[src/sv/csvt_pkg.sv]
// Package for the quoted CSV field tokenizer.
// Holds payload structs, the command passed from front to back, character
// constants and the back-end sequencer states. Depends on nothing.
package csvt_pkg;

  localparam logic [7:0] QUOTE_CH  = 8'h22;
  localparam logic [7:0] BSLASH_CH = 8'h5C;
  localparam logic [7:0] SPACE_CH  = 8'h20;
  localparam logic [7:0] TAB_CH    = 8'h09;
  localparam logic [7:0] LF_CH     = 8'h0A;
  localparam logic [7:0] CR_CH     = 8'h0D;

  localparam int CMD_QUEUE_DEPTH = 4;
  localparam int CMD_PTR_W       = $clog2(CMD_QUEUE_DEPTH);
  localparam int CMD_CNT_W       = $clog2(CMD_QUEUE_DEPTH + 1);

  typedef struct packed {
    logic [7:0] in_byte;
    logic [7:0] line_delimiter;
    logic       last_in_line;
  } in_t;

  typedef struct packed {
    logic [7:0] out_byte;
    logic       has_byte;
    logic       field_end;
    logic       line_end;
    logic       trim_overflow;
    logic       last_of_run;
  } out_t;

  typedef struct packed {
    logic       push0_valid;
    logic [7:0] push0_byte;
    logic       push1_valid;
    logic [7:0] push1_byte;
    logic       field_end;
    logic       line_end;
  } cmd_t;

  typedef enum logic [2:0] {
    BK_IDLE,
    BK_PUSH0,
    BK_PUSH1,
    BK_FIELD,
    BK_LINE,
    BK_SEAL
  } bk_state_t;

  function automatic logic is_space(input logic [7:0] b);
    return (b == SPACE_CH) || (b == TAB_CH) || (b == LF_CH) || (b == CR_CH);
  endfunction

endpackage

[src/sv/quoted_csv_field_tokenizer.sv]
// A character's result passes through the command queue, the back end's command register,
// its staging register and its output register. The back end takes a step per content
// push or field/line end, one more per held whitespace byte flushed, and a closing seal
// step per character that reaches it, even when it yields no result. Characters with no
// command (an opening quote, a pending quote or escape) are accepted if the queue has room.
// Reset (rst, synchronous) clears quoting state, the command queue and the hold count.
module quoted_csv_field_tokenizer #(
  parameter int HOLD_DEPTH = 8
) (
  input  logic           clk,
  input  logic           rst,
  input  logic           in_valid,
  output logic           in_ready,
  input  csvt_pkg::in_t  in_data,
  output logic           out_valid,
  input  logic           out_ready,
  output csvt_pkg::out_t out_data
);

  logic           fq_valid, fq_ready;
  csvt_pkg::cmd_t fq_data;
  logic           qb_valid, qb_ready;
  csvt_pkg::cmd_t qb_data;

  csvt_front u_front (
    .clk      (clk),
    .rst      (rst),
    .in_valid (in_valid),
    .in_ready (in_ready),
    .in_data  (in_data),
    .q_valid  (fq_valid),
    .q_ready  (fq_ready),
    .q_data   (fq_data)
  );

  csvt_queue u_queue (
    .clk        (clk),
    .rst        (rst),
    .push_valid (fq_valid),
    .push_ready (fq_ready),
    .push_data  (fq_data),
    .pop_valid  (qb_valid),
    .pop_ready  (qb_ready),
    .pop_data   (qb_data)
  );

  csvt_back #(
    .HOLD_DEPTH (HOLD_DEPTH)
  ) u_back (
    .clk       (clk),
    .rst       (rst),
    .q_valid   (qb_valid),
    .q_ready   (qb_ready),
    .q_data    (qb_data),
    .out_valid (out_valid),
    .out_ready (out_ready),
    .out_data  (out_data)
  );

endmodule

[src/sv/csvt_front.sv]
// Front end of the tokenizer: accepts characters and tracks quoting state.
// Each character that yields content pushes or field/line ends becomes a command.
// Depends on csvt_pkg.
module csvt_front (
  input  logic           clk,
  input  logic           rst,
  input  logic           in_valid,
  output logic           in_ready,
  input  csvt_pkg::in_t  in_data,
  output logic           q_valid,
  input  logic           q_ready,
  output csvt_pkg::cmd_t q_data
);

  logic quoted_mode, quoted_mode_next;
  logic at_start_of_field, at_start_of_field_next;
  logic quote_seen_pending, quote_seen_pending_next;
  logic escape_pending, escape_pending_next;
  logic accept;
  csvt_pkg::cmd_t cmd;

  always_comb begin
    logic [7:0] c;
    logic [7:0] d;
    logic       last;
    logic       handled;
    c    = in_data.in_byte;
    d    = in_data.line_delimiter;
    last = in_data.last_in_line;
    handled = 1'b0;
    cmd = '0;
    quoted_mode_next        = quoted_mode;
    at_start_of_field_next  = at_start_of_field;
    quote_seen_pending_next = quote_seen_pending;
    escape_pending_next     = escape_pending;

    if (escape_pending) begin
      escape_pending_next = 1'b0;
      cmd.push0_valid = 1'b1;
      cmd.push0_byte  = c;
      at_start_of_field_next = 1'b0;
      handled = 1'b1;
    end else if (quote_seen_pending) begin
      quote_seen_pending_next = 1'b0;
      if (c == csvt_pkg::QUOTE_CH) begin
        cmd.push0_valid = 1'b1;
        cmd.push0_byte  = csvt_pkg::QUOTE_CH;
        handled = 1'b1;
      end else if (c == d) begin
        quoted_mode_next = 1'b0;
      end else begin
        cmd.push0_valid = 1'b1;
        cmd.push0_byte  = csvt_pkg::QUOTE_CH;
      end
    end

    if (!handled) begin
      if (c == csvt_pkg::QUOTE_CH) begin
        if (quoted_mode_next) begin
          if (last) begin
            quoted_mode_next = 1'b0;
          end else begin
            quote_seen_pending_next = 1'b1;
          end
        end else if (at_start_of_field_next) begin
          quoted_mode_next = 1'b1;
        end else if (!cmd.push0_valid) begin
          cmd.push0_valid = 1'b1;
          cmd.push0_byte  = csvt_pkg::QUOTE_CH;
        end else begin
          cmd.push1_valid = 1'b1;
          cmd.push1_byte  = csvt_pkg::QUOTE_CH;
        end
      end else if (quoted_mode_next && (c == csvt_pkg::BSLASH_CH) && !last) begin
        escape_pending_next = 1'b1;
      end else if ((c == d) && !quoted_mode_next) begin
        cmd.field_end = 1'b1;
        at_start_of_field_next = 1'b1;
      end else begin
        if (!cmd.push0_valid) begin
          cmd.push0_valid = 1'b1;
          cmd.push0_byte  = c;
        end else begin
          cmd.push1_valid = 1'b1;
          cmd.push1_byte  = c;
        end
        at_start_of_field_next = 1'b0;
      end
    end

    if (last) begin
      cmd.line_end = 1'b1;
      at_start_of_field_next  = 1'b1;
      quoted_mode_next        = 1'b0;
      quote_seen_pending_next = 1'b0;
      escape_pending_next     = 1'b0;
    end
  end

  assign in_ready = q_ready;
  assign accept   = in_valid && in_ready;
  assign q_valid  = in_valid && (cmd.push0_valid || cmd.field_end || cmd.line_end);
  assign q_data   = cmd;

  always_ff @(posedge clk) begin
    if (rst) begin
      quoted_mode        <= 1'b0;
      at_start_of_field  <= 1'b1;
      quote_seen_pending <= 1'b0;
      escape_pending     <= 1'b0;
    end else if (accept) begin
      quoted_mode        <= quoted_mode_next;
      at_start_of_field  <= at_start_of_field_next;
      quote_seen_pending <= quote_seen_pending_next;
      escape_pending     <= escape_pending_next;
    end
  end

endmodule

[src/sv/csvt_queue.sv]
// Short command queue between the front and back ends of the tokenizer.
// Register-based ring buffer with a fill count. Depends on csvt_pkg.
module csvt_queue (
  input  logic           clk,
  input  logic           rst,
  input  logic           push_valid,
  output logic           push_ready,
  input  csvt_pkg::cmd_t push_data,
  output logic           pop_valid,
  input  logic           pop_ready,
  output csvt_pkg::cmd_t pop_data
);

  localparam int DEPTH = csvt_pkg::CMD_QUEUE_DEPTH;
  localparam int PTR_W = csvt_pkg::CMD_PTR_W;
  localparam int CNT_W = csvt_pkg::CMD_CNT_W;

  csvt_pkg::cmd_t entries [DEPTH];
  logic [PTR_W-1:0] wr_ptr;
  logic [PTR_W-1:0] rd_ptr;
  logic [CNT_W-1:0] fill;
  logic push;
  logic pop;

  assign push_ready = (fill != CNT_W'(DEPTH));
  assign pop_valid  = (fill != '0);
  assign pop_data   = entries[rd_ptr];
  assign push       = push_valid && push_ready;
  assign pop        = pop_valid && pop_ready;

  always_ff @(posedge clk) begin
    if (rst) begin
      wr_ptr <= '0;
      rd_ptr <= '0;
      fill   <= '0;
    end else begin
      if (push) begin
        wr_ptr <= (wr_ptr == PTR_W'(DEPTH - 1)) ? '0 : wr_ptr + 1'b1;
      end
      if (pop) begin
        rd_ptr <= (rd_ptr == PTR_W'(DEPTH - 1)) ? '0 : rd_ptr + 1'b1;
      end
      if (push && !pop) begin
        fill <= fill + 1'b1;
      end else if (pop && !push) begin
        fill <= fill - 1'b1;
      end
    end
  end

  always_ff @(posedge clk) begin
    if (push) begin
      entries[wr_ptr] <= push_data;
    end
  end

  a_fill_bound: assert property (@(posedge clk) disable iff (rst)
    fill <= CNT_W'(DEPTH)) else $error("queue fill exceeds depth");
  a_fill_up: assert property (@(posedge clk) disable iff (rst)
    (push && !pop) |=> (fill == $past(fill) + 1'b1)) else $error("queue fill did not grow");
  a_fill_down: assert property (@(posedge clk) disable iff (rst)
    (pop && !push) |=> (fill == $past(fill) - 1'b1)) else $error("queue fill did not shrink");

endmodule

[src/sv/csvt_back.sv]
// Back end of the tokenizer: carries out commands against the trailing
// whitespace hold and produces result transactions. Depends on csvt_pkg.
module csvt_back #(
  parameter int HOLD_DEPTH = 8
) (
  input  logic           clk,
  input  logic           rst,
  input  logic           q_valid,
  output logic           q_ready,
  input  csvt_pkg::cmd_t q_data,
  output logic           out_valid,
  input  logic           out_ready,
  output csvt_pkg::out_t out_data
);

  localparam int CNT_W = $clog2(HOLD_DEPTH + 1);
  localparam int IDX_W = (HOLD_DEPTH > 1) ? $clog2(HOLD_DEPTH) : 1;

  csvt_pkg::bk_state_t state, state_next;
  csvt_pkg::cmd_t      cmd;
  logic [7:0]          hold [HOLD_DEPTH];
  logic [CNT_W-1:0]    count, count_next;
  logic                content_started, content_started_next;
  logic                st_full;
  csvt_pkg::out_t      st_data;
  logic                o_full;
  csvt_pkg::out_t      o_data;
  csvt_pkg::out_t      moved;

  logic [7:0]          cur_byte;
  logic                o_free, adv_ok;
  logic                gen, op_done, step, seal, load, move;
  logic                hold_shift, hold_wr;
  logic [IDX_W-1:0]    hold_idx;
  csvt_pkg::out_t      raw;

  function automatic csvt_pkg::bk_state_t first_phase(input csvt_pkg::cmd_t c);
    if (c.push0_valid) return csvt_pkg::BK_PUSH0;
    if (c.field_end)   return csvt_pkg::BK_FIELD;
    if (c.line_end)    return csvt_pkg::BK_LINE;
    return csvt_pkg::BK_SEAL;
  endfunction

  assign cur_byte = (state == csvt_pkg::BK_PUSH1) ? cmd.push1_byte : cmd.push0_byte;
  assign o_free   = !o_full || out_ready;
  assign adv_ok   = !st_full || o_free;
  assign q_ready  = (state == csvt_pkg::BK_IDLE) || ((state == csvt_pkg::BK_SEAL) && adv_ok);
  assign load     = q_valid && q_ready;
  assign step     = gen && adv_ok;
  assign seal     = (state == csvt_pkg::BK_SEAL) && adv_ok;
  assign move     = st_full && (step || seal);

  always_comb begin
    raw = '0;
    gen = 1'b0;
    op_done = 1'b0;
    hold_shift = 1'b0;
    hold_wr = 1'b0;
    hold_idx = count[IDX_W-1:0];
    count_next = count;
    content_started_next = content_started;
    unique case (state)
      csvt_pkg::BK_PUSH0, csvt_pkg::BK_PUSH1: begin
        if (csvt_pkg::is_space(cur_byte)) begin
          if (!content_started) begin
            op_done = 1'b1;
          end else if (count == CNT_W'(HOLD_DEPTH)) begin
            gen = 1'b1;
            raw.out_byte = hold[0];
            raw.has_byte = 1'b1;
            raw.trim_overflow = 1'b1;
            if (adv_ok) begin
              op_done = 1'b1;
              hold_shift = 1'b1;
              hold_wr = 1'b1;
              hold_idx = IDX_W'(HOLD_DEPTH - 1);
            end
          end else begin
            op_done = 1'b1;
            hold_wr = 1'b1;
            count_next = count + 1'b1;
          end
        end else if (count != '0) begin
          gen = 1'b1;
          raw.out_byte = hold[0];
          raw.has_byte = 1'b1;
          if (adv_ok) begin
            hold_shift = 1'b1;
            count_next = count - 1'b1;
          end
        end else begin
          gen = 1'b1;
          raw.out_byte = cur_byte;
          raw.has_byte = 1'b1;
          if (adv_ok) begin
            op_done = 1'b1;
            content_started_next = 1'b1;
          end
        end
      end
      csvt_pkg::BK_FIELD, csvt_pkg::BK_LINE: begin
        gen = 1'b1;
        raw.field_end = 1'b1;
        raw.line_end = (state == csvt_pkg::BK_LINE);
        if (adv_ok) begin
          op_done = 1'b1;
          count_next = '0;
          content_started_next = 1'b0;
        end
      end
      default: begin
      end
    endcase
  end

  always_comb begin
    state_next = state;
    unique case (state)
      csvt_pkg::BK_IDLE: begin
        if (load) state_next = first_phase(q_data);
      end
      csvt_pkg::BK_PUSH0: begin
        if (op_done) begin
          if (cmd.push1_valid)    state_next = csvt_pkg::BK_PUSH1;
          else if (cmd.field_end) state_next = csvt_pkg::BK_FIELD;
          else if (cmd.line_end)  state_next = csvt_pkg::BK_LINE;
          else                    state_next = csvt_pkg::BK_SEAL;
        end
      end
      csvt_pkg::BK_PUSH1: begin
        if (op_done) begin
          if (cmd.field_end)     state_next = csvt_pkg::BK_FIELD;
          else if (cmd.line_end) state_next = csvt_pkg::BK_LINE;
          else                   state_next = csvt_pkg::BK_SEAL;
        end
      end
      csvt_pkg::BK_FIELD: begin
        if (op_done) state_next = cmd.line_end ? csvt_pkg::BK_LINE : csvt_pkg::BK_SEAL;
      end
      csvt_pkg::BK_LINE: begin
        if (op_done) state_next = csvt_pkg::BK_SEAL;
      end
      csvt_pkg::BK_SEAL: begin
        if (adv_ok) state_next = load ? first_phase(q_data) : csvt_pkg::BK_IDLE;
      end
      default: state_next = csvt_pkg::BK_IDLE;
    endcase
  end

  always_comb begin
    moved = st_data;
    moved.last_of_run = seal;
  end

  always_ff @(posedge clk) begin
    if (rst) begin
      state           <= csvt_pkg::BK_IDLE;
      count           <= '0;
      content_started <= 1'b0;
      st_full         <= 1'b0;
      o_full          <= 1'b0;
    end else begin
      state           <= state_next;
      count           <= count_next;
      content_started <= content_started_next;
      if (step) begin
        st_full <= 1'b1;
      end else if (seal) begin
        st_full <= 1'b0;
      end
      if (move) begin
        o_full <= 1'b1;
      end else if (out_ready) begin
        o_full <= 1'b0;
      end
    end
  end

  always_ff @(posedge clk) begin
    if (load) begin
      cmd <= q_data;
    end
    if (step) begin
      st_data <= raw;
    end
    if (move) begin
      o_data <= moved;
    end
    if (hold_shift) begin
      for (int i = 0; i < HOLD_DEPTH - 1; i++) begin
        hold[i] <= hold[i+1];
      end
    end
    if (hold_wr) begin
      hold[hold_idx] <= cur_byte;
    end
  end

  assign out_valid = o_full;
  assign out_data  = o_data;

  a_byte_or_end: assert property (@(posedge clk) disable iff (rst)
    out_valid |-> !(out_data.has_byte && out_data.field_end))
    else $error("result carries both a byte and a field end");
  a_ovf_byte: assert property (@(posedge clk) disable iff (rst)
    (out_valid && out_data.trim_overflow) |-> out_data.has_byte)
    else $error("overflow flag without a byte");
  a_line_last: assert property (@(posedge clk) disable iff (rst)
    (out_valid && out_data.line_end) |-> (out_data.field_end && out_data.last_of_run))
    else $error("line end is not the closing field end of its run");
  a_hold_bound: assert property (@(posedge clk) disable iff (rst)
    count <= CNT_W'(HOLD_DEPTH)) else $error("whitespace hold count out of range");

endmodule
[config.mk]
export PLATFORM = sky130hd
export DESIGN_NAME = quoted_csv_field_tokenizer
export DESIGN_NICKNAME = d
export VERILOG_FILES = /design/src/sv/csvt_pkg.sv /design/src/sv/quoted_csv_field_tokenizer.sv /design/src/sv/csvt_front.sv /design/src/sv/csvt_queue.sv /design/src/sv/csvt_back.sv
export SDC_FILE = /design/constraint.sdc
export NUM_CORES = 1
export LEC_CHECK = 0
export BUFFER_PORTS_ARGS = -buffer_cell sky130_fd_sc_hd__buf_2
export CAP_MARGIN = 0
export CORE_ASPECT_RATIO = 2
export CORE_MARGIN = 3
export CORE_UTILIZATION = 60
export DETAILED_ROUTE_END_ITERATION = 12
export PLACE_DENSITY = 0.86
export SLEW_MARGIN = 30
export SYNTH_ARGS = -nofsm -noshare
export SYNTH_HDL_FRONTEND = slang
export SYNTH_SLANG_ARGS = --single-unit
[constraint.sdc]
create_clock -name clk -period 9.2 [get_ports clk]
set_input_delay 1.84 -clock clk [delete_from_list [all_inputs] [get_ports clk]]
set_output_delay 1.84 -clock clk [all_outputs]
set_load 0.05 [all_outputs]
### After elaboration in Yosys (flattened, before gate mapping)

Memories as Yosys holds them, arrays and structs flattened. A register that Yosys moved wholly into a read port is not among the register bits.
Cells that the tools add are included.

| cells by class | value |
|---|---|
| $add $sub $neg | 6 |
| equality and inequality tests | 30 |
| mux-type cells | 141 |
| reduce and logical (&&, ||, !) cells | 40 |

Operators by type and width:

| kind | count |
|---|---|
| 9-bit two-way mux | 10 |
| 1-bit two-way mux | 81 |
| 3-bit two-way mux | 25 |
| 18-bit two-way mux | 4 |
| 19-bit two-way mux | 2 |
| 8-bit by 4-bit == test with 1-bit output, second input constant | 3 |
| 4-bit two-way mux | 6 |
| 8-bit two-way mux | 3 |
| 3-bit case mux with 6 select lines | 1 |
| 8-bit by 6-bit == test with 1-bit output, second input constant | 2 |
| 2-bit by 1-bit != test with 1-bit output, second input constant | 8 |
| 1-bit logical AND | 12 |
| 6-bit AND reduction | 2 |
| 2-bit two-way mux | 5 |
| 1-bit logical OR | 9 |
| 8-bit by 7-bit == test with 1-bit output, second input constant | 1 |
| 8-bit == test | 1 |
| 4-bit case mux with 2 select lines | 1 |
| 2-bit nonzero test | 4 |
| 3-bit by 2-bit == test with 1-bit output, second input constant | 2 |
| 3-bit == test, second input constant | 2 |
| 1-bit zero test | 6 |
| 3-bit by 1-bit != test with 1-bit output, second input constant | 2 |
| 3-bit != test, second input constant | 2 |
| 17 further kinds | 23 |

| storage, ports and cells | value |
|---|---|
| input bits | 21 |
| bits in writable memories | 144 |
| output and inout bits | 15 |
| word-level logic and storage cells | 247 |
| bits in registers | 65 |
| memories kept | 2 |

Memories:

| memory | depth | width | read ports | clocked after Yosys merged registers in | wr ports | line | text |
|---|---|---|---|---|---|---|---|
| u_queue.entries | 4 | 20 | 1 | 1 | 1 | csvt_queue.sv:18 | `csvt_pkg::cmd_t entries [DEPTH];` |
| u_back.hold | 8 | 8 | 8 | 0 | 8 | csvt_back.sv:21 | `logic [7:0] hold [HOLD_DEPTH];` |

### Depth between registers and ports, before layout

| depth | value |
|---|---|
| word-level depth | 20 |
| gate-level depth with buffers | 14 |
| depth with buffers taken out | 12 |

### By module

A second synthesis with hierarchy kept.

| unflattened totals | value |
|---|---|
| cells, all modules | 639 |
| area, all modules | 9178.8 µm² |

By module, submodules not included:

| module | area each (µm²) | instances | cells each |
|---|---|---|---|
| csvt_back | 5166.2 | 1 | 395 |
| csvt_queue | 3354.5 | 1 | 152 |
| csvt_front | 658.1 | 1 | 92 |

### Worst setup path before layout

No wires, ideal clock.

| timing | value |
|---|---|
| path kind | input -> register |
| start point | in in_data[11] in the netlist's numbering |
| end point | reg u_queue.fill[2] |
| setup slack | 4.748 ns |
| data arrival time | 4.381 ns |
| cell stages on the path | 10 |
| required time | 9.129 ns |
| library setup time | 0.071 ns |
| cell sequence | nor4b_1 > nand4b_1 > a32o_1 > a41oi_1 > ha_1 > inv_1 > fa_1 > xor2_1 > or3_1 > a21oi_1 |

| between the ends | value |
|---|---|
| longest elaborated chain between the ends | 18 |

RTL lines:

| element | line | text |
|---|---|---|
| start, declared | quoted_csv_field_tokenizer.sv:14 | `input csvt_pkg::in_t in_data,` |
| 8-bit == test | csvt_front.sv:49, csvt_front.sv:76 |  |
| 1-bit two-way mux | csvt_front.sv:49 | `end else if (c == d) begin` |
| 1-bit two-way mux | csvt_front.sv:45 | `if (c == csvt_pkg::QUOTE_CH) begin` |
| 1-bit two-way mux | csvt_front.sv:43 | `end else if (quote_seen_pending) begin` |
| 1-bit two-way mux | csvt_front.sv:37 | `if (escape_pending) begin` |
| 1-bit zero test | csvt_front.sv:76 | `end else if ((c == d) && !quoted_mode_next) begin` |
| 1-bit logical AND | csvt_front.sv:76 |  |
| 18-bit two-way mux or 1-bit two-way mux (tied branches) | csvt_front.sv:76 |  |
| [... 2 more ...] | n/a |  |
| 19-bit two-way mux (*) | csvt_front.sv:57 | `if (!handled) begin` |
| 1-bit logical OR (*) (2 in a row) | csvt_front.sv:102 | `assign q_valid = in_valid && (cmd.push0_valid \|\| cmd.field_end \|\| cmd.line_end);` |
| 1-bit logical AND (*) | csvt_front.sv:102 |  |
| 1-bit logical AND (*) | csvt_queue.sv:28 | `assign push = push_valid && push_ready;` |
| named net u_queue.push | csvt_queue.sv:22 | `logic push;` |
| 1-bit zero test | csvt_queue.sv:45 | `end else if (pop && !push) begin` |
| 1-bit logical AND | csvt_queue.sv:45 |  |
| 2-bit nonzero test (no line) | n/a |  |
| end signal, assigned | csvt_queue.sv:44 | `fill <= fill + 1'b1;` |
| end signal, assigned | csvt_queue.sv:46 | `fill <= fill - 1'b1;` |
| end, declared | csvt_queue.sv:21 | `logic [CNT_W-1:0] fill;` |

Mark *: on every way through the listed nets, which the timed path passes. The rest lies on a longest branch.
A chain may end at the register's enable or synchronous reset.

### Final worst setup path

| timing | value |
|---|---|
| start point | in in_data[16] in the netlist's numbering |
| end point | reg u_queue.fill[2] |

The elaborated chain is that of the path after synthesis.

==> run metrics <==
Initial DRC Count approximately 280; Post-route DRC 0; port buffer count 35; clock skew 0.01255 ns; Die Footprint about 0.017 mm2; Initial Util 0.6209; DR pass1 iterations 5; FF/Latch Area 0.006107 mm2; diode count 0; YS warnings 0; largest net degree at the start of global routing 24; Vias/cell between 6 and 7; ys async rst share 0; # hold bufs at CTS 0; outcome finished clean; Max IR drop VDD 177.1 uV; Die Ht 179.7 um; gr usage total 0.2193; CTS Buf Count 19; CP Launch Type input port; power per cell area between 200 and 300 mW/mm2; Post-Syn Instances 625; final setup TNS 0 ns; WP data arrival about 5.0 ns; RSZ-0062 raised after global routing false; CTS Root Cell clkbuf_16; FP Rows 62; initial antenna violation count 0; Die Span X a little over 90 um; Seq/Total Area, Yosys 0.6743; CTS sink count 211; ANT nets after route 0; top_reg_cell synth edfxtp_1; net count reported at finish 690; Synth Net Count ~660; Final Hold Viols 0; cells along the critical path buf_2 > xnor2_1 > nand4_1 > nor2_1 > a31oi_1 > a41oi_1 > ha_1 > inv_1 > fa_1 > xor2_1 > or3_1 > a21oi_1; CP peak stage delay around 0.6 ns; Setup Viol. Count Final 0; first-pass GRT wire length around 28000 um; number of global-route vias before repair between 5000 and 6000; CP max-delay cell a41oi_1; worst-skew pair later-pin latency approximately 0.49 ns; share of layout cells above drive strength 1 0.1937; Tcrit/Tclk final 0.4973; Slew @ Worst Pin about 0.94 ns; I/O pins 36; Mean Syn Cell Area ~14 um2; via count between 5000 and 6000; htree depth 1; library cells used by synthesis ~60; max-cap viol count 0; core box area 0.01458 mm2; Fillers 979; Longest Clk Path Bufs 3; Post-synth EDFFs 188; Yosys reg bits 211; Req. time, crit path 9.62 ns; slew margin rel. 0.3730; fin. max-slew vios 0; per-cell routed wire length approximately 21 um; kind of critical path in -> reg; Detail Placement HPWL ~13000 um; Total Wirelength between 15000 and 20000 um; Congestion Overflow GR 0; # resized after CTS 0; CTS tree yes; Max Clk Rate about 0.22 GHz; Worst Hold Class reg -> reg; Post-CTS Setup Bufs 0; Place WS ~4.2 ns; worst-path maximum fanout 9; setup ws final between 4 and 5 ns; Min Clock Period, post-route about 4.6 ns; clock slew at reported path FFs 0.07 ns; area delta synth->final 10.54%; multi-input logic area 0.002790 mm2; leakage between 3 and 4 nW; synthesized area slightly above 0.009 mm2; gp weighted congestion between 0.8 and 0.9; Critical Path Sink Type flop
## cells in the final DEF, fill, tap and decap left out, drive strengths merged, types with 3 or more instances in the layout
| cell | instances |
|---|---|
| a211oi | 6 |
| a21o | 6 |
| a21oi | 22 |
| a31oi | 3 |
| and2 | 35 |
| buf | 37 |
| clkbuf | 23 |
| clkinv | 6 |
| dfxtp | 23 |
| edfxtp | 188 |
| ha | 8 |
| inv | 24 |
| mux2 | 27 |
| mux2i | 11 |
| mux4 | 20 |
| nand2 | 43 |
| nand3 | 4 |
| nand3b | 4 |
| nand4 | 10 |
| nor2 | 45 |
| nor2b | 15 |
| nor3 | 17 |
| nor3b | 3 |
| nor4 | 4 |
| o2111ai | 4 |
| o211ai | 3 |
| o21ai | 27 |
| o221ai | 4 |
| or3 | 6 |
| xnor2 | 10 |
## state kept, by name (all words and copies together) (netlist names), named ones only
register / count
u_front.quoted_mode: 1
u_back.content_started: 1
u_queue.rd_ptr: 2
u_back.st_full: 1
u_back.state: 3
u_front.escape_pending: 1
u_front.quote_seen_pending: 1
u_queue.fill: 3
u_queue.wr_ptr: 2
u_front.at_start_of_field: 1
u_back.cmd: 19
u_back.count: 4
u_back.out_data: 13
u_back.moved: 12
u_queue.entries: 80
u_back.out_valid: 1
u_back.hold: 64
## final timing paths
| check | startpoint | to | slack [ns] | depth (start not counted) |
|---|---|---|---|---|
| min reg2reg | u_back.moved[2]$_SDFFCE_PP0P_ | u_back.out_data[2]$_DFFE_PP_ | 0.42 | 0 |
| max reg2reg | u_back.state[2]$_SDFFE_PP0P_ | u_back.count[3]$_SDFFE_PP0P_ | 5.48 | 13 |
| min | u_back.moved[2]$_SDFFCE_PP0P_ | u_back.out_data[2]$_DFFE_PP_ | 0.42 | 0 |
| max | in_data[16] | u_queue.fill[2]$_SDFFE_PP0P_ | 4.62 | 12 |
## layout make-up
class | count | area share
clock inverters | 10 | 0.008375
flip-flops and latches | 211 | 0.6101
inverters | 23 | 0.008625
clock buffers | 23 | 0.05113
well taps | 192 | 0.02400
repair buffers | 37 | 0.01900
multi-input cells | 367 | 0.2788
## worst max-delay path, delay by kind of cell
kind	cells	cell delay, ns
AO/OA/AOI/OAI	3	0.95
XOR/XNOR	2	0.32
adder cells (fa/ha/maj)	2	0.72
buffers and inverters	2	0.20
AND/OR/NAND/NOR	3	0.95
## synthesized netlist by cell type (all sizes together) (2+ instances only)
cell type,count,share of area
nand4,10,0.0083
and2,35,0.024
dfxtp,23,0.051
a2bb2oi,2,0.0019
a21o,6,0.0050
mux2i,11,0.012
o2111ai,4,0.0039
nand2b,2,0.0014
o221ai,4,0.0039
nor3,17,0.011
ha,8,0.011
or3,6,0.0041
or3b,2,0.0019
a211oi,6,0.0050
xnor2,10,0.0097
inv,23,0.0095
mux2,27,0.036
a31oi,3,0.0021
nand2,43,0.018
edfxtp,188,0.62
a221oi,2,0.0019
nor3b,3,0.0025
o211ai,3,0.0025
nand3,4,0.0022
fa,2,0.0044
mux4,20,0.050
a21oi,22,0.012
nor4,4,0.0028
o21ai,27,0.015
nand3b,4,0.0033
xor2,2,0.0019
nor2b,15,0.010
buf,7,0.0047
clkbuf,17,0.0070
nor2,45,0.019
or4,2,0.0021
a211o,2,0.0019
## cell families after synthesis
family | share of synthesized area
xor+xnor | 0.01161
flops | 0.6743
buf+inv | 0.02128
mux | 0.09755
compound gates | 0.06177
simple gates | 0.1180
fa+ha+maj | 0.01548
## routing by layer
layer,track usage,routed length (um),vias up,part of all wire
li1,-,-,2427,-
met1,0.2304,6038,2595,0.34
met2,0.4175,10340,189,0.58
met3,0.02636,776,50,0.043
met4,0.1069,814,0,0.045
met5,0,0,-,0
## per-stage QoR
| stage | total power, W | cells | hold WS (ns) | util | area (um2) |
|---|---|---|---|---|---|
| after CTS | 0.002987 | 863 | 0.4203 | 0.6843 | 9980 |
| after detailed placement | 0.002214 | 830 | 0.4052 | 0.6434 | 9384 |
| final | 0.002977 | 863 | 0.4208 | 0.6863 | 10010 |
| after floorplan | 0.001990 | 625 | 0.4003 | - | 9055 |
| after global routing | 0.003102 | 863 | 0.4342 | 0.6863 | 10010 |
| after global placement | 0.002158 | 830 | 0.4014 | 0.6431 | 9379 |
## power by group
part	total [W]	switching (W)	leakage, nW	internal (W)
combinational	0.000777	0.000503	1.30	0.000274
sequential	0.00144	0.000123	1.94	0.00131
clock	0.000764	0.000337	0.283	0.000427
total	0.00298	0.000963	3.52	0.00201
(Power assumes the default switching activity.)
